==> src/sv/imu_fp_pkg.sv <==
// package for the imu frame parser: frame constants, result type, kind decode
// no dependencies; imported by every module of the parser
package imu_fp_pkg;

    localparam int ByteW      = 8;
    localparam int WordW      = 16;
    localparam int StoreDepth = 9;
    localparam int IdxW       = 4;

    localparam logic [ByteW-1:0] HeaderByte = 8'h55;
    localparam logic [ByteW-1:0] TypeAccel  = 8'h51;
    localparam logic [ByteW-1:0] TypeRate   = 8'h52;
    localparam logic [ByteW-1:0] TypeAngle  = 8'h53;
    localparam logic [IdxW-1:0]  CheckPos   = 4'd10;

    typedef enum logic [1:0] {
        KIND_ACCEL = 2'd0,
        KIND_RATE  = 2'd1,
        KIND_ANGLE = 2'd2,
        KIND_OTHER = 2'd3
    } frame_kind_t;

    // decoded frame as handed to the output register
    typedef struct packed {
        frame_kind_t              frame_kind;
        logic [ByteW-1:0]         type_byte;
        logic signed [WordW-1:0]  axis_x;
        logic signed [WordW-1:0]  axis_y;
        logic signed [WordW-1:0]  axis_z;
        logic signed [WordW-1:0]  temp_raw;
    } frame_res_t;

    // collector status seen by the top level
    typedef struct packed {
        logic [IdxW-1:0] byte_index;
        logic            check_step;
    } coll_status_t;

    function automatic frame_kind_t kind_of(input logic [ByteW-1:0] t);
        frame_kind_t k;
        unique case (t)
            TypeAccel: k = KIND_ACCEL;
            TypeRate:  k = KIND_RATE;
            TypeAngle: k = KIND_ANGLE;
            default:   k = KIND_OTHER;
        endcase
        return k;
    endfunction

endpackage

==> src/sv/imu_fp_collect.sv <==
// input byte register, header hunt, running sum, frame byte store and decode
// depends on imu_fp_pkg
module imu_fp_collect (
    input  logic                     clk,
    input  logic                     rst_n,
    input  logic                     in_valid,
    output logic                     in_ready,
    input  logic [7:0]               rx_byte,
    input  logic                     advance,
    output logic                     res_valid,
    output imu_fp_pkg::frame_res_t   res,
    output imu_fp_pkg::coll_status_t status
);
    import imu_fp_pkg::*;

    logic             byte_valid_reg;
    logic [ByteW-1:0] byte_reg;
    logic [IdxW-1:0]  idx_reg, idx_next;
    logic [ByteW-1:0] sum_reg, sum_next;
    logic [ByteW-1:0] store_reg [StoreDepth];
    logic             proc;
    logic             hunting;
    logic             check_step;
    logic             store_we;

    assign in_ready = !byte_valid_reg || advance;
    assign proc     = byte_valid_reg && advance;

    // input byte register
    always_ff @(posedge clk or negedge rst_n)
    begin
        if (!rst_n)
        begin
            byte_valid_reg <= 1'b0;
        end
        else if (in_valid && in_ready)
        begin
            byte_valid_reg <= 1'b1;
        end
        else if (proc)
        begin
            byte_valid_reg <= 1'b0;
        end
    end

    always_ff @(posedge clk)
    begin
        if (in_valid && in_ready)
        begin
            byte_reg <= rx_byte;
        end
    end

    // frame position and checksum update
    always_comb
    begin
        hunting    = (idx_reg == '0) && (byte_reg != HeaderByte);
        check_step = (idx_reg >= CheckPos);
        idx_next   = idx_reg;
        sum_next   = sum_reg;
        res_valid  = 1'b0;
        store_we   = 1'b0;
        if (proc && !hunting)
        begin
            if (check_step)
            begin
                idx_next  = '0;
                sum_next  = '0;
                res_valid = (byte_reg == sum_reg);
            end
            else
            begin
                sum_next = sum_reg + byte_reg;
                idx_next = idx_reg + 1'b1;
                store_we = (idx_reg != '0);
            end
        end
    end

    always_ff @(posedge clk or negedge rst_n)
    begin
        if (!rst_n)
        begin
            idx_reg <= '0;
            sum_reg <= '0;
        end
        else
        begin
            idx_reg <= idx_next;
            sum_reg <= sum_next;
        end
    end

    // frame bytes 1 to 9, entry i holds byte i+1
    always_ff @(posedge clk)
    begin
        for (int i = 0; i < StoreDepth; i++)
        begin
            if (store_we && (idx_reg == IdxW'(i + 1)))
            begin
                store_reg[i] <= byte_reg;
            end
        end
    end

    // decode from the stored frame
    always_comb
    begin
        res.frame_kind = kind_of(store_reg[0]);
        res.type_byte  = store_reg[0];
        res.axis_x     = {store_reg[2], store_reg[1]};
        res.axis_y     = {store_reg[4], store_reg[3]};
        res.axis_z     = {store_reg[6], store_reg[5]};
        res.temp_raw   = {store_reg[8], store_reg[7]};
    end

    assign status.byte_index = idx_reg;
    assign status.check_step = proc && check_step;

endmodule

==> src/sv/imu_fp_out.sv <==
// result register toward the output channel
// depends on imu_fp_pkg
module imu_fp_out (
    input  logic                   clk,
    input  logic                   rst_n,
    input  logic                   res_valid,
    input  imu_fp_pkg::frame_res_t res,
    output logic                   advance,
    output logic                   out_valid,
    input  logic                   out_ready,
    output imu_fp_pkg::frame_res_t out_res
);
    import imu_fp_pkg::*;

    logic       out_valid_reg;
    frame_res_t out_res_reg;

    // pipeline moves whenever the result slot is free or being drained
    assign advance = !out_valid_reg || out_ready;

    always_ff @(posedge clk or negedge rst_n)
    begin
        if (!rst_n)
        begin
            out_valid_reg <= 1'b0;
        end
        else if (advance)
        begin
            out_valid_reg <= res_valid;
        end
    end

    always_ff @(posedge clk)
    begin
        if (advance && res_valid)
        begin
            out_res_reg <= res;
        end
    end

    assign out_valid = out_valid_reg;
    assign out_res   = out_res_reg;

endmodule

==> src/sv/imu_frame_parser.sv <==
// top level of the imu serial frame parser
// depends on imu_fp_pkg, imu_fp_collect and imu_fp_out
//
// Input channel: one received serial byte per request on rx_byte, with
// in_valid / in_ready. Bytes are dropped until a 0x55 header; then an
// 11-byte frame is collected with an 8-bit sum over its first ten bytes.
// Output channel: one decoded frame per request (frame_kind, type_byte,
// axis_x/y/z, temp_raw) with out_valid / out_ready, only when the 11th
// byte matches the sum; a mismatching frame is dropped without output.
// Throughput: one byte per cycle while the result register is free or being drained.
// Path: the checksum byte is held in the input byte register, and its result
// is loaded into the result register, raising out_valid, once that slot is
// free or being drained.
// Reset: rst_n clears the byte register valid, frame position, sum and
// result valid; the block starts hunting for a header.
// Stall: while out_valid is high and out_ready low, the held byte waits and
// in_ready drops once the input register is full; no byte is lost.
module imu_frame_parser (
    input  logic                clk,
    input  logic                rst_n,
    input  logic                in_valid,
    output logic                in_ready,
    input  logic [7:0]          rx_byte,
    output logic                out_valid,
    input  logic                out_ready,
    output logic [1:0]          frame_kind,
    output logic [7:0]          type_byte,
    output logic signed [15:0]  axis_x,
    output logic signed [15:0]  axis_y,
    output logic signed [15:0]  axis_z,
    output logic signed [15:0]  temp_raw
);
    import imu_fp_pkg::*;

    logic         advance;
    logic         res_valid;
    frame_res_t   res;
    frame_res_t   out_res;
    coll_status_t status;

    // byte collection and frame decode
    imu_fp_collect u_collect (
        .clk       (clk),
        .rst_n     (rst_n),
        .in_valid  (in_valid),
        .in_ready  (in_ready),
        .rx_byte   (rx_byte),
        .advance   (advance),
        .res_valid (res_valid),
        .res       (res),
        .status    (status)
    );

    // result register
    imu_fp_out u_out (
        .clk       (clk),
        .rst_n     (rst_n),
        .res_valid (res_valid),
        .res       (res),
        .advance   (advance),
        .out_valid (out_valid),
        .out_ready (out_ready),
        .out_res   (out_res)
    );

    assign frame_kind = out_res.frame_kind;
    assign type_byte  = out_res.type_byte;
    assign axis_x     = out_res.axis_x;
    assign axis_y     = out_res.axis_y;
    assign axis_z     = out_res.axis_z;
    assign temp_raw   = out_res.temp_raw;

`ifndef SYNTHESIS
    // frame position never passes the checksum byte
    a_idx_range: assert property (@(posedge clk) disable iff (!rst_n)
        status.byte_index <= CheckPos)
        else $error("frame position out of range");

    // a result only comes from a checksum byte
    a_res_on_check: assert property (@(posedge clk) disable iff (!rst_n)
        res_valid |-> status.check_step)
        else $error("result without checksum byte");

    // a checksum byte sends the parser back to hunting
    a_check_resets: assert property (@(posedge clk) disable iff (!rst_n)
        status.check_step |=> status.byte_index == '0)
        else $error("frame position not cleared after checksum");

    // an empty result slot never blocks the input
    a_no_false_stall: assert property (@(posedge clk) disable iff (!rst_n)
        !out_valid |-> in_ready)
        else $error("input stalled with empty result slot");
`endif

endmodule

==> config.mk <==
export PLATFORM = sky130hd
export DESIGN_NAME = imu_frame_parser
export DESIGN_NICKNAME = d
export VERILOG_FILES = /design/src/sv/imu_fp_pkg.sv /design/src/sv/imu_fp_collect.sv /design/src/sv/imu_fp_out.sv /design/src/sv/imu_frame_parser.sv
export SDC_FILE = /design/constraint.sdc
export NUM_CORES = 1
export LEC_CHECK = 0
export BUFFER_PORTS_ARGS = -buffer_cell sky130_fd_sc_hd__buf_2
export CAP_MARGIN = 10
export CORE_MARGIN = 2
export CORE_UTILIZATION = 30
export CTS_BUF_LIST = sky130_fd_sc_hd__clkbuf_4
export CTS_CLUSTER_DIAMETER = 120
export DETAILED_ROUTE_END_ITERATION = 12
export HOLD_SLACK_MARGIN = 0.1
export PLACE_DENSITY = 0.57
export REMOVE_ABC_BUFFERS = 1
export SKIP_CTS_REPAIR_TIMING = 1
export SYNTH_ARGS = -nofsm -noshare
export SYNTH_HDL_FRONTEND = slang
export SYNTH_SLANG_ARGS = --single-unit
==> constraint.sdc <==
create_clock -name clk -period 11.9 [get_ports clk]
set_clock_uncertainty 0.2 [all_clocks]
set_input_delay 0.595 -clock clk [delete_from_list [all_inputs] [get_ports clk]]
set_output_delay 0.595 -clock clk [all_outputs]
set_load 0.005 [all_outputs]
==> results of run 1 <==
routing by layer:
layer | up-vias | track usage | wire [um] | part of all wire
li1 | 1324 | - | - | -
met1 | 1382 | 0.146 | 4860 | 0.46
met2 | 102 | 0.162 | 4890 | 0.46
met3 | 12 | 0.0417 | 666 | 0.063
met4 | 0 | 0.0386 | 143 | 0.014
met5 | - | 0 | 0 | 0
stage by stage:
stage | hold WS [ns] | utilization
after detailed placement | 0.205 | 0.345
after global routing | 0.125 | 0.366
final | 0.151 | 0.366
after CTS | -0.294 | 0.360
after floorplan | 0.0994 | -
after global placement | 0.203 | 0.345
power by group through the flow:
stage / logic, uW / registers (uW) / clock network, uW
final: 176 / 731 / 321
after global routing: 200 / 737 / 360
after CTS: 173 / 732 / 335
after detailed placement: 172 / 745 / 0
after global placement: 171 / 744 / 0
after floorplan: 136 / 729 / 0
kinds of logic after synthesis:
logic type / count (synthesis) / share of synthesized area
DFF: 168 / 0.864
and+or+nand+nor: 56 / 0.0535
AOI/OAI and AO/OA: 31 / 0.0400
buffers and inverters: 5 / 0.00587
xor gates and xnor gates: 6 / 0.00913
adders and majority gates: 12 / 0.0274
layout by cell type, fill, tap and decap left out, drive strengths merged, types with 3 or more instances in the layout:
cell and instances:
ha 11, dfrtp 14, nand2b 3, clkbuf 17, edfxtp 154, o21ai 10, xor2 4, nor2 4
a21oi 5, o31ai 3, nand2 17, clkinv 8, and2 9, buf 89, dlygate4sd3 10, nor3 5
nand3 7, inv 7
final timing paths:
path | endpoint | start | slack [ns]
max | axis_z[9] | u_collect.byte_reg[4] | 9.12
min | u_collect.byte_valid_reg | out_ready | 0.15
max reg2reg | axis_z[9] | u_collect.byte_reg[4] | 9.12
min reg2reg | axis_y[9] | u_collect.store_reg[4][1] | 0.23
max in group asynchronous | u_collect.sum_reg[5] | rst_n | 10.96
min in group asynchronous | u_collect.sum_reg[1] | rst_n | 0.27
layout make-up:
cell class	count	area (um^2)
Fill cell	1746	11900
Timing Repair Buffer	99	551
Sequential cell	168	4970
Inverter	3	11.3
Tap cell	234	293
Clock inverter	15	151
Multi-Input combinational cell	105	753
Clock buffer	17	128
worst min-delay path, stage by stage:
cell and delay (ns):
sky130_fd_sc_hd__buf_2 0.08, sky130_fd_sc_hd__nand3b_1 0.12, sky130_fd_sc_hd__nand2b_1 0.06
==> impl_metrics.prom, run 1 <==
# TYPE chip_impl_metric gauge
chip_impl_info{name="hold_path_class",value="in2reg"} 1
chip_impl_metric{name="cts.path.max_buffers",unit=""} 2
chip_impl_info{name="cell_with_the_most_instances_after_synthesis",value="sky130_fd_sc_hd__edfxtp_1"} 1
chip_impl_metric{name="final_period_minus_worst_setup_slack",unit="ns"} 2.78
chip_impl_metric{name="drt_pre_antenna_iters",unit=""} 4
chip_impl_metric{name="final_critical_path_setup_slack",unit="ns"} 9.12
chip_impl_metric{name="ys_warn_count",unit=""} 0
chip_impl_metric{name="antenna_found_initial",unit=""} 0
chip_impl_metric{name="number_of_buffer_and_inverter_instances_along_the_worst_setup_path",unit=""} 1
chip_impl_metric{name="cp_max_fo",unit=""} 46
chip_impl_info{name="critPathSlowestCell",value="sky130_fd_sc_hd__edfxtp_1"} 1
chip_impl_info{name="cts-root-buf",value="sky130_fd_sc_hd__clkbuf_4"} 1
chip_impl_info{name="worst_setup_path_end_kind",value="flip-flop"} 1
chip_impl_info{name="setup_repair_after_global_routing_missed_its_margin",value="no"} 1
chip_impl_metric{name="stdcell_count",unit=""} 641
chip_impl_metric{name="post_route_antenna_net_violation_count",unit=""} 0
chip_impl_metric{name="net-switching-power",unit="uW"} 335
chip_impl_metric{name="postLayoutCellArea",unit="um^2"} 6860
chip_impl_metric{name="synth-edff-count",unit=""} 154
chip_impl_metric{name="worst_ep_arrival_time",unit="ns"} 2.75
chip_impl_metric{name="cts-buffers-inserted",unit=""} 17
chip_impl_metric{name="peakVddDrop",unit="mV"} 0.0548
chip_impl_metric{name="fp-row-count",unit=""} 50
chip_impl_metric{name="vias_per_cell",unit=""} 4.40
chip_impl_metric{name="io_pins",unit=""} 88
chip_impl_metric{name="weighted_congestion_reported_at_the_end_of_routability_driven_placement",unit=""} 0.848
chip_impl_metric{name="fmax",unit="MHz"} 360
chip_impl_metric{name="netlist_area",unit="um^2"} 5760
chip_impl_info{name="clock_tree_from_tritoncts",value="built"} 1
chip_impl_metric{name="first_iter_violations",unit=""} 262
chip_impl_metric{name="finalHoldViolations",unit=""} 0
chip_impl_metric{name="htree_num_levels",unit=""} 4
chip_impl_info{name="synth_largest_area_cell",value="sky130_fd_sc_hd__edfxtp_1"} 1
chip_impl_metric{name="initial_core_util",unit=""} 0.307
chip_impl_metric{name="dp_worst_setup_slack",unit="ns"} 9.12
chip_impl_metric{name="clock-sinks",unit=""} 168
chip_impl_metric{name="largest_stage_delay_on_the_critical_path",unit="ns"} 0.60
chip_impl_info{name="synth_area_leaders",value="sky130_fd_sc_hd__edfxtp_1 (80%), sky130_fd_sc_hd__dfrtp_1 (6.1%), sky130_fd_sc_hd__ha_1 (2.4%)"} 1
chip_impl_metric{name="synth_largest_type_area_fraction",unit=""} 0.803
chip_impl_metric{name="synth-seq-area-share",unit=""} 0.864
chip_impl_metric{name="seq_power_share",unit=""} 0.596
chip_impl_metric{name="remaining_drc_errors",unit=""} 0
chip_impl_metric{name="finalSetupViolCount",unit=""} 0
chip_impl_metric{name="grt_first_pass_wirelength",unit="um"} 16000
chip_impl_metric{name="fp.dieW",unit="um"} 143
chip_impl_info{name="status",value="completed"} 1
chip_impl_metric{name="design_power_total",unit="uW"} 1230
chip_impl_metric{name="dr_total_vias",unit=""} 2820
chip_impl_metric{name="switching_share",unit=""} 0.273
chip_impl_metric{name="flip_flop_count_of_the_largest_register_all_copies_and_words_added",unit=""} 72
chip_impl_metric{name="area_growth",unit="%"} 19.2
chip_impl_metric{name="largest_net_degree_at_the_start_of_global_routing",unit=""} 47
chip_impl_info{name="yosys-top-cells-count",value="sky130_fd_sc_hd__edfxtp_1 (154), sky130_fd_sc_hd__nand2_1 (17), sky130_fd_sc_hd__dfrtp_1 (14)"} 1
chip_impl_metric{name="detailed_place_hpwl",unit="um"} 6990
chip_impl_metric{name="pwr-share-clk",unit=""} 0.261
chip_impl_metric{name="overall_global_routing_usage",unit=""} 0.109
chip_impl_metric{name="first_global_vias",unit=""} 2780
chip_impl_metric{name="design.die.area",unit="um^2"} 20300
chip_impl_metric{name="drv_cap",unit=""} 0
chip_impl_metric{name="worst-slew-pin-transition",unit="ns"} 0.706
chip_impl_metric{name="timing_max_transition_violations_final",unit=""} 0
chip_impl_metric{name="combinationalPowerShare",unit=""} 0.143
chip_impl_metric{name="clock_pin_slew_reported_for_the_worst_setup_and_hold_paths_after_clock_tree_synthesis",unit="ns"} 0.14
chip_impl_metric{name="yosysUniqueCellTypes",unit=""} 40
chip_impl_info{name="cell_family_with_most_cp_delay",value="simple AND/OR/NAND/NOR gates"} 1
chip_impl_metric{name="intPower",unit="uW"} 893
chip_impl_info{name="timing.critical_path.from_type",value="flip-flop"} 1
chip_impl_metric{name="async_reset_ff_frac",unit=""} 0.0833
chip_impl_metric{name="p_leak",unit="uW"} 0.00242
chip_impl_info{name="crit_chain",value="ha_1 -> nor4_1 -> nand2_1 -> nor3_2 -> buf_4"} 1
chip_impl_metric{name="p_per_area",unit="nW/um^2"} 179
chip_impl_metric{name="routed_wire_length_per_instance",unit="um"} 16.5
chip_impl_metric{name="die_height",unit="um"} 143
chip_impl_metric{name="insertedDiodeCount",unit=""} 0
chip_impl_metric{name="synth_seq_cells",unit=""} 168
chip_impl_metric{name="timing.critical_path.depth",unit=""} 5
chip_impl_metric{name="synth_area_per_cell",unit="um^2"} 20.7
chip_impl_metric{name="r2r_cells",unit=""} 5
chip_impl_metric{name="required",unit="ns"} 11.87
chip_impl_metric{name="period_share",unit=""} 0.233
chip_impl_info{name="timing.setup.critical_path_class",value="reg2reg"} 1
chip_impl_metric{name="fp.coreArea",unit="um^2"} 18800
chip_impl_metric{name="post_synth_inst_count",unit=""} 278
chip_impl_metric{name="post_route_cells_drive_above_1_share",unit=""} 0.302
chip_impl_metric{name="clk-insertion-delay-late",unit="ns"} 0.54
chip_impl_metric{name="dpl-instance-area",unit="um^2"} 6480
chip_impl_metric{name="io_buffer_count",unit=""} 87
chip_impl_metric{name="detail_route.wirelength",unit="um"} 10600
chip_impl_metric{name="count_of_placed_standard_cells_including_taps",unit=""} 599
chip_impl_metric{name="fin_tns_setup",unit="ns"} 0
chip_impl_metric{name="global_route.overflow_total",unit=""} 0
chip_impl_metric{name="hold-path-cell-count",unit=""} 3
chip_impl_metric{name="slew_headroom",unit=""} 0.529
chip_impl_metric{name="num-nets-final",unit=""} 418
chip_impl_info{name="synth_ff_type",value="sky130_fd_sc_hd__edfxtp_1"} 1
Note: power is estimated with default switching activity, not from simulation.
==> inputs of run 2 (changes only) <==
ABC_AREA = 1   (was default)
PLACE_DENSITY = 0.56   (was 0.57)
clock period = 2.6 ns   (was 11.9 ns; I/O delays follow)
==> run 2 against run 1 <==
Area after synthesis increased by 2.3%. Register-to-register slack lost 8.9 ns. Design area rose by 6.1%. Die area up 2.3%. Via count rose by 7.5%. Routed wire length increased by 7.0%. Worst hold slack improved by 0.069 ns. Largest power group unchanged. Sequential power rose to 4.4 times the previous value.
==> impl_metrics.prom, run 2 <==
# TYPE chip_impl_metric gauge
chip_impl_info{name="status",value="completed"} 1
chip_impl_metric{name="met2_wirelength",unit="um"} 5510
chip_impl_metric{name="first_global_vias",unit=""} 2968
chip_impl_metric{name="cp_max_fo",unit=""} 42
chip_impl_metric{name="synthMuxAreaShare",unit=""} 0
chip_impl_metric{name="hold-path-cell-count",unit=""} 0
chip_impl_metric{name="largest_net_degree_at_the_start_of_global_routing",unit=""} 43
chip_impl_metric{name="finalHoldViolations",unit=""} 0
chip_impl_metric{name="ys_warn_count",unit=""} 0
chip_impl_metric{name="async_reset_ff_frac",unit=""} 0.0833
chip_impl_metric{name="detail_route.wirelength",unit="um"} 11300
chip_impl_info{name="crit_chain",value="ha_1 -> inv_1 -> nand4_1 -> nor2_1 -> nand2_1 -> nor3_4 -> buf_12"} 1
chip_impl_metric{name="global_route.overflow_total",unit=""} 0
chip_impl_metric{name="ff_latch_area",unit="um^2"} 4970
chip_impl_metric{name="cts.path.max_buffers",unit=""} 2
chip_impl_metric{name="worst-slew-pin-transition",unit="ns"} 0.732
chip_impl_metric{name="remaining_drc_errors",unit=""} 0
chip_impl_metric{name="design.die.area",unit="um^2"} 20800
chip_impl_metric{name="synth-edff-count",unit=""} 154
chip_impl_metric{name="grt_first_pass_wirelength",unit="um"} 17100
chip_impl_metric{name="stdcell_count",unit=""} 754
chip_impl_metric{name="drt_pre_antenna_iters",unit=""} 4
chip_impl_metric{name="post_route_antenna_net_violation_count",unit=""} 0
chip_impl_metric{name="seq_power_share",unit=""} 0.568
chip_impl_info{name="highest_layer",value="met4"} 1
chip_impl_info{name="timing.setup.critical_path_class",value="reg2reg"} 1
chip_impl_metric{name="fp.dieW",unit="um"} 144
chip_impl_metric{name="combinationalPowerShare",unit=""} 0.177
chip_impl_metric{name="r2r_cells",unit=""} 7
chip_impl_metric{name="count_of_placed_standard_cells_including_taps",unit=""} 700
chip_impl_metric{name="peakVddDrop",unit="mV"} 0.266
chip_impl_metric{name="drv_cap",unit=""} 0
chip_impl_metric{name="die_height",unit="um"} 144
chip_impl_info{name="critPathSlowestCell",value="sky130_fd_sc_hd__edfxtp_1"} 1
chip_impl_metric{name="p_per_area",unit="nW/um^2"} 782
chip_impl_metric{name="clock-sinks",unit=""} 168
chip_impl_metric{name="clock_pin_slew_reported_for_the_worst_setup_and_hold_paths_after_clock_tree_synthesis",unit="ns"} 0.15
chip_impl_metric{name="synth_simple_gate_area_share",unit=""} 0.0818
chip_impl_metric{name="synth_largest_type_area_fraction",unit=""} 0.785
chip_impl_metric{name="netlist_area",unit="um^2"} 5890
chip_impl_metric{name="timing_max_transition_violations_final",unit=""} 0
chip_impl_metric{name="post_route_cells_drive_above_1_share",unit=""} 0.319
chip_impl_metric{name="design_power_total",unit="uW"} 5690
chip_impl_metric{name="synthXorXnorAreaFrac",unit=""} 0.00892
chip_impl_info{name="timing.critical_path.from_type",value="flip-flop"} 1
chip_impl_info{name="setup_repair_after_global_routing_missed_its_margin",value="no"} 1
chip_impl_metric{name="first_iter_violations",unit=""} 161
chip_impl_info{name="hold_path_class",value="reg2reg"} 1
chip_impl_metric{name="fp-row-count",unit=""} 51
chip_impl_metric{name="detailed_place_hpwl",unit="um"} 7640
chip_impl_info{name="synth_top_family_by_area",value="simple AND/OR/NAND/NOR gates"} 1
chip_impl_metric{name="largest_stage_delay_on_the_critical_path",unit="ns"} 0.45
chip_impl_metric{name="io_pins",unit=""} 88
chip_impl_metric{name="synth_compound_gate_area_share",unit=""} 0.0155
chip_impl_metric{name="net-switching-power",unit="uW"} 1700
chip_impl_metric{name="multiInputGateArea",unit="um^2"} 790
chip_impl_info{name="synth_ff_type",value="sky130_fd_sc_hd__edfxtp_1"} 1
chip_impl_metric{name="flip_flop_count_of_the_largest_register_all_copies_and_words_added",unit=""} 72
chip_impl_metric{name="synth-seq-area-share",unit=""} 0.844
chip_impl_info{name="cts-root-buf",value="sky130_fd_sc_hd__clkbuf_4"} 1
chip_impl_info{name="synth_area_leaders",value="sky130_fd_sc_hd__edfxtp_1 (78%), sky130_fd_sc_hd__dfrtp_1 (5.9%), sky130_fd_sc_hd__nand2_1 (3.6%)"} 1
chip_impl_metric{name="routed_wire_length_per_instance",unit="um"} 15.0
chip_impl_metric{name="cts-buffers-inserted",unit=""} 17
chip_impl_metric{name="vias_per_cell",unit=""} 4.02
chip_impl_metric{name="post_synth_inst_count",unit=""} 335
chip_impl_info{name="yosys-top-cells-count",value="sky130_fd_sc_hd__edfxtp_1 (154), sky130_fd_sc_hd__nand2_1 (57), sky130_fd_sc_hd__inv_1 (27)"} 1
chip_impl_metric{name="switching_share",unit=""} 0.299
chip_impl_info{name="clock_tree_from_tritoncts",value="built"} 1
chip_impl_metric{name="insertedDiodeCount",unit=""} 0
chip_impl_metric{name="yosysUniqueCellTypes",unit=""} 29
chip_impl_metric{name="synth_fa_ha_area_frac",unit=""} 0.0268
chip_impl_metric{name="overall_global_routing_usage",unit=""} 0.115
chip_impl_metric{name="slew_headroom",unit=""} 0.510
chip_impl_metric{name="clk-insertion-delay-late",unit="ns"} 0.56
chip_impl_metric{name="period_share",unit=""} 0.903
chip_impl_metric{name="antenna_found_initial",unit=""} 0
chip_impl_metric{name="num-nets-final",unit=""} 500
chip_impl_info{name="final_common_cell",value="sky130_fd_sc_hd__edfxtp_1"} 1
chip_impl_metric{name="io_buffer_count",unit=""} 87
chip_impl_metric{name="final_period_minus_worst_setup_slack",unit="ns"} 2.35
chip_impl_metric{name="required",unit="ns"} 2.66
chip_impl_metric{name="num-fill-cells",unit=""} 1860
chip_impl_metric{name="dr_total_vias",unit=""} 3032
chip_impl_metric{name="fp.coreArea",unit="um^2"} 19400
chip_impl_info{name="synth_largest_area_cell",value="sky130_fd_sc_hd__edfxtp_1"} 1
chip_impl_metric{name="weighted_congestion_reported_at_the_end_of_routability_driven_placement",unit=""} 0.809
chip_impl_metric{name="initial_core_util",unit=""} 0.304
chip_impl_info{name="layout_common_cells",value="sky130_fd_sc_hd__edfxtp_1 (154), sky130_fd_sc_hd__buf_2 (87), sky130_fd_sc_hd__nand2_1 (57)"} 1
chip_impl_info{name="cell_with_the_most_instances_after_synthesis",value="sky130_fd_sc_hd__edfxtp_1"} 1
chip_impl_metric{name="worst_ep_arrival_time",unit="ns"} 2.41
chip_impl_metric{name="met3_length",unit="um"} 606
chip_impl_metric{name="synth_area_per_cell",unit="um^2"} 17.6
chip_impl_metric{name="p_leak",unit="uW"} 0.00273
chip_impl_metric{name="pwr-share-clk",unit=""} 0.255
chip_impl_info{name="worst_setup_path_end_kind",value="flip-flop"} 1
chip_impl_metric{name="synth_seq_cells",unit=""} 168
chip_impl_metric{name="fmax",unit="MHz"} 426
chip_impl_metric{name="holdWs",unit="ns"} 0.220
chip_impl_metric{name="intPower",unit="uW"} 3990
chip_impl_metric{name="htree_num_levels",unit=""} 4
chip_impl_metric{name="wl_met1",unit="um"} 5060
chip_impl_metric{name="area_growth",unit="%"} 23.6
chip_impl_metric{name="finalSetupViolCount",unit=""} 0
## run 2: changes by cell type after synthesis, sizes merged, moves of 3 or more
cell	delta
o31ai	-3
nor3	-3
and2	-9
nand2b	-3
inv	+28
nor2	+19
nand3	+5
nand2	+45
## run 2: power by group through the flow
stage	clock (uW)	sequential (uW)	combinational [uW]
3_5_place_dp	0	3300	988
3_3_place_gp	0	3290	984
5_1_grt	1630	3260	1140
4_1_cts	1500	3240	995
6_report	1450	3240	1010
2_1_floorplan	0	3270	742
## run 2: layout make-up
class                           instances  share of cell area
Sequential cell                       168               0.683
Multi-Input combinational cell        135               0.108
Timing Repair Buffer                  123               0.108
Tap cell                              265              0.0455
Clock inverter                         14              0.0198
Clock buffer                           18              0.0186
Inverter                               31              0.0163
## run 2: per-layer routing
| metal | track usage | vias up |
|---|---|---|
| met5 | 0 | - |
| met4 | 0.0445 | 0 |
| met3 | 0.0358 | 7 |
| met2 | 0.187 | 81 |
| met1 | 0.144 | 1460 |
| li1 | - | 1484 |
## run 2: logic make-up after synthesis
| kind of cell | Yosys count |
|---|---|
| AOI/OAI and AO/OA | 15 |
| and+or+nand+nor | 102 |
| adders and majority gates | 12 |
| xor gates and xnor gates | 6 |
| buffers and inverters | 32 |
| DFF | 168 |
## run 2: metrics by stage
step / utilization / setup slack, ns / instance area, um^2 / TNS [ns]
floorplan: - / -2.14 / 5880 / -158.37
global placement: 0.350 / 0.281 / 6780 / 0
detailed placement: 0.350 / 0.260 / 6780 / 0
CTS: 0.364 / 0.210 / 7060 / 0
global route: 0.375 / 0.0530 / 7280 / 0
finish: 0.375 / 0.252 / 7280 / 0
## run 2: worst max-delay path: cells and delay by family, from the launching register on
kind | cells | cell delay [ns]
buffers and inverters | 2 | 0.38
adder cells (fa/ha/maj) | 1 | 0.36
AND/OR/NAND/NOR | 4 | 0.61
flip-flops | 1 | 0.45
## run 2: worst paths after layout
path | from | endpoint | slack (ns)
worst max-delay path | u_collect.byte_reg[4] | temp_raw[7] | 0.25
worst min-delay path | u_collect.store_reg[8][3] | temp_raw[11] | 0.22
worst max register to register | u_collect.byte_reg[4] | temp_raw[7] | 0.25
worst min register to register | u_collect.store_reg[8][3] | temp_raw[11] | 0.22
max in group asynchronous | rst_n | u_collect.idx_reg[3] | 1.25
min in group asynchronous | rst_n | u_collect.sum_reg[2] | 0.47
==> inputs of run 3 (changes only) <==
CORE_UTILIZATION = 45   (was 30)
CTS_BUF_LIST = sky130_fd_sc_hd__clkbuf_16   (was sky130_fd_sc_hd__clkbuf_4)
PLACE_DENSITY = 0.74   (was 0.56)
==> run 3 against run 2 <==
Largest cell class unchanged. Register-to-register slack worse by 0.03 ns. Largest power group unchanged. Routed wire length down 12%. Sequential share of layout area fell by 0.32 points. Critical endpoint is now u_out.out_res[18]. Total power increased by 16%.
==> impl_metrics.prom, run 3 (same netlist as run 2, synthesis figures left out) <==
# TYPE chip_impl_metric gauge
chip_impl_metric{name="initial_core_util",unit=""} 0.463
chip_impl_metric{name="dr_total_vias",unit=""} 2990
chip_impl_metric{name="insertedDiodeCount",unit=""} 0
chip_impl_info{name="grt_busiest_layer",value="met2"} 1
chip_impl_info{name="clock_tree_from_tritoncts",value="built"} 1
chip_impl_metric{name="grt_first_pass_wirelength",unit="um"} 15500
chip_impl_metric{name="pwr-share-clk",unit=""} 0.358
chip_impl_metric{name="net-switching-power",unit="uW"} 1700
chip_impl_metric{name="timing_max_transition_violations_final",unit=""} 0
chip_impl_metric{name="num-nets-final",unit=""} 487
chip_impl_metric{name="largest_net_degree_at_the_start_of_global_routing",unit=""} 75
chip_impl_metric{name="fmax",unit="MHz"} 421
chip_impl_metric{name="io_pins",unit=""} 88
chip_impl_metric{name="drv_cap",unit=""} 0
chip_impl_metric{name="cp_max_fo",unit=""} 74
chip_impl_info{name="status",value="completed"} 1
chip_impl_metric{name="remaining_drc_errors",unit=""} 0
chip_impl_metric{name="worst_ep_arrival_time",unit="ns"} 2.23
chip_impl_metric{name="intPower",unit="uW"} 4880
chip_impl_info{name="layout_common_cells",value="sky130_fd_sc_hd__edfxtp_1 (154), sky130_fd_sc_hd__buf_2 (87), sky130_fd_sc_hd__nand2_1 (57)"} 1
chip_impl_metric{name="io_buffer_count",unit=""} 87
chip_impl_metric{name="combinationalPowerShare",unit=""} 0.151
chip_impl_metric{name="num-fill-cells",unit=""} 989
chip_impl_info{name="critical_path.reg2reg.endpoint",value="u_out.out_res[18]"} 1
chip_impl_metric{name="clock_pin_slew_reported_for_the_worst_setup_and_hold_paths_after_clock_tree_synthesis",unit="ns"} 0.06
chip_impl_metric{name="fin_tns_setup",unit="ns"} 0
chip_impl_metric{name="multiInputGateArea",unit="um^2"} 790
chip_impl_metric{name="overall_global_routing_usage",unit=""} 0.149
chip_impl_metric{name="die_height",unit="um"} 118
chip_impl_metric{name="global_route.overflow_total",unit=""} 0
chip_impl_metric{name="r2r_cells",unit=""} 7
chip_impl_metric{name="seq_power_share",unit=""} 0.492
chip_impl_metric{name="ff_latch_area",unit="um^2"} 4970
chip_impl_info{name="cts-root-buf",value="sky130_fd_sc_hd__clkbuf_16"} 1
chip_impl_metric{name="area_growth",unit="%"} 24.1
chip_impl_metric{name="gr-usage-met2",unit=""} 0.235
chip_impl_metric{name="first_iter_violations",unit=""} 194
chip_impl_metric{name="required",unit="ns"} 2.46
chip_impl_metric{name="weighted_congestion_reported_at_the_end_of_routability_driven_placement",unit=""} 0.893
chip_impl_metric{name="post_route_cells_drive_above_1_share",unit=""} 0.307
chip_impl_info{name="setup_repair_after_global_routing_missed_its_margin",value="no"} 1
chip_impl_info{name="crit_end",value="u_out.out_res[18]"} 1
chip_impl_metric{name="largest_stage_delay_on_the_critical_path",unit="ns"} 0.41
chip_impl_metric{name="worst-r2r-setup-slack",unit="ns"} 0.22
chip_impl_metric{name="fp.dieW",unit="um"} 118
chip_impl_metric{name="count_of_placed_standard_cells_including_taps",unit=""} 604
chip_impl_info{name="final_common_cell",value="sky130_fd_sc_hd__edfxtp_1"} 1
chip_impl_metric{name="first_global_vias",unit=""} 2969
chip_impl_info{name="crit_path_start",value="u_collect.byte_reg[4]"} 1
chip_impl_info{name="hold_path_class",value="reg2reg"} 1
chip_impl_metric{name="routed_wire_length_per_instance",unit="um"} 15.3
chip_impl_info{name="crit_chain",value="ha_1 -> inv_1 -> nand4_1 -> nor2_1 -> nand2_1 -> nor3_4 -> buf_12"} 1
chip_impl_metric{name="design.die.area",unit="um^2"} 14000
chip_impl_metric{name="fp.coreArea",unit="um^2"} 12700
chip_impl_metric{name="finalHoldViolations",unit=""} 0
chip_impl_metric{name="flip_flop_count_of_the_largest_register_all_copies_and_words_added",unit=""} 72
chip_impl_metric{name="switching_share",unit=""} 0.259
chip_impl_metric{name="final_period_minus_worst_setup_slack",unit="ns"} 2.38
chip_impl_metric{name="peakVddDrop",unit="mV"} 0.415
chip_impl_metric{name="worst-slew-pin-transition",unit="ns"} 0.671
chip_impl_info{name="timing.setup.critical_path_class",value="reg2reg"} 1
chip_impl_metric{name="detail_route.wirelength",unit="um"} 9900
chip_impl_metric{name="htree_num_levels",unit=""} 4
chip_impl_metric{name="antenna_found_initial",unit=""} 0
chip_impl_metric{name="cts.path.max_buffers",unit=""} 2
chip_impl_metric{name="met1_usage",unit=""} 0.194
chip_impl_metric{name="cts-buffers-inserted",unit=""} 17
chip_impl_metric{name="fp-row-count",unit=""} 41
chip_impl_metric{name="drt_pre_antenna_iters",unit=""} 4
chip_impl_metric{name="slew_headroom",unit=""} 0.551
chip_impl_metric{name="p_per_area",unit="nW/um^2"} 901
chip_impl_metric{name="post_route_antenna_net_violation_count",unit=""} 0
chip_impl_metric{name="grt.met3_usage",unit=""} 0.0401
chip_impl_metric{name="clk-insertion-delay-late",unit="ns"} 0.41
chip_impl_metric{name="detailed_place_hpwl",unit="um"} 6350
chip_impl_info{name="r2r_start",value="u_collect.byte_reg[4]"} 1
chip_impl_metric{name="vias_per_cell",unit=""} 4.61
chip_impl_info{name="critPathSlowestCell",value="sky130_fd_sc_hd__edfxtp_1"} 1
chip_impl_metric{name="p_leak",unit="uW"} 0.00281
chip_impl_info{name="timing.critical_path.from_type",value="flip-flop"} 1
chip_impl_metric{name="clock-sinks",unit=""} 168
chip_impl_metric{name="finalSetupViolCount",unit=""} 0
chip_impl_metric{name="period_share",unit=""} 0.914
chip_impl_metric{name="stdcell_count",unit=""} 648
chip_impl_info{name="worst_setup_path_end_kind",value="flip-flop"} 1
==> run 3: changes by cell type in the layout (fill, tap and decap cells not counted), sizes merged <==
cell / delta
buf: -3
inv: +4
clkbuf: -1
bufinv: +1
clkinvlp: -1
clkinv: -3
dlygate4sd3: -10
==> run 3: layout make-up <==
cell class	instances	area share
sequential	168	0.680
tap	172	0.0294
timing repair buffer	110	0.0890
multi-input combinational	135	0.108
clock inverter	15	0.0190
inverter	31	0.0163
clock buffer	17	0.0582
==> run 3: critical path: cells and delay by family, from the launching register on <==
kind | cells | cell delay, ns
simple gates | 4 | 0.56
buf+inv | 2 | 0.44
flops | 1 | 0.41
fa+ha+maj | 1 | 0.34
==> run 3: power groups by stage <==
stage	registers, uW	logic [uW]	clock network [uW]
finish	3240	993	2350
global route	3250	1140	2510
CTS	3240	984	2390
detailed placement	3290	970	0
global placement	3280	946	0
floorplan	3270	742	0
==> run 3: worst min path at each step <==
stage,endpoint,slack (ns),startpoint,cells after the start
final,temp_raw[5],0.21,u_collect.store_reg[7][5],0
after global routing,temp_raw[5],0.22,u_collect.store_reg[7][5],0
after CTS,u_collect.sum_reg[3],-0.58,rst_n,1
after detailed placement,u_collect.sum_reg[3],-0.14,rst_n,1
after global placement,u_collect.sum_reg[4],-0.14,rst_n,1
after floorplan,u_collect.byte_valid_reg,-0.37,rst_n,0
==> run 3: metal layers <==
| layer | vias up | share of wire |
|---|---|---|
| met5 | - | 0 |
| met4 | 0 | 0.013 |
| met3 | 10 | 0.036 |
| met2 | 85 | 0.50 |
| met1 | 1444 | 0.45 |
| li1 | 1451 | - |
==> run 3: stage by stage <==
step	power [uW]	setup WS [ns]	area (um^2)	hold slack, ns	utilization
2_1_floorplan	4020	-2.14	5880	-0.366	-
3_3_place_gp	4220	0.307	6630	-0.140	0.521
3_5_place_dp	4260	0.258	6630	-0.139	0.521
4_1_cts	6620	0.231	7190	-0.582	0.565
5_1_grt	6900	0.0412	7310	0.215	0.575
6_report	6590	0.223	7310	0.212	0.575
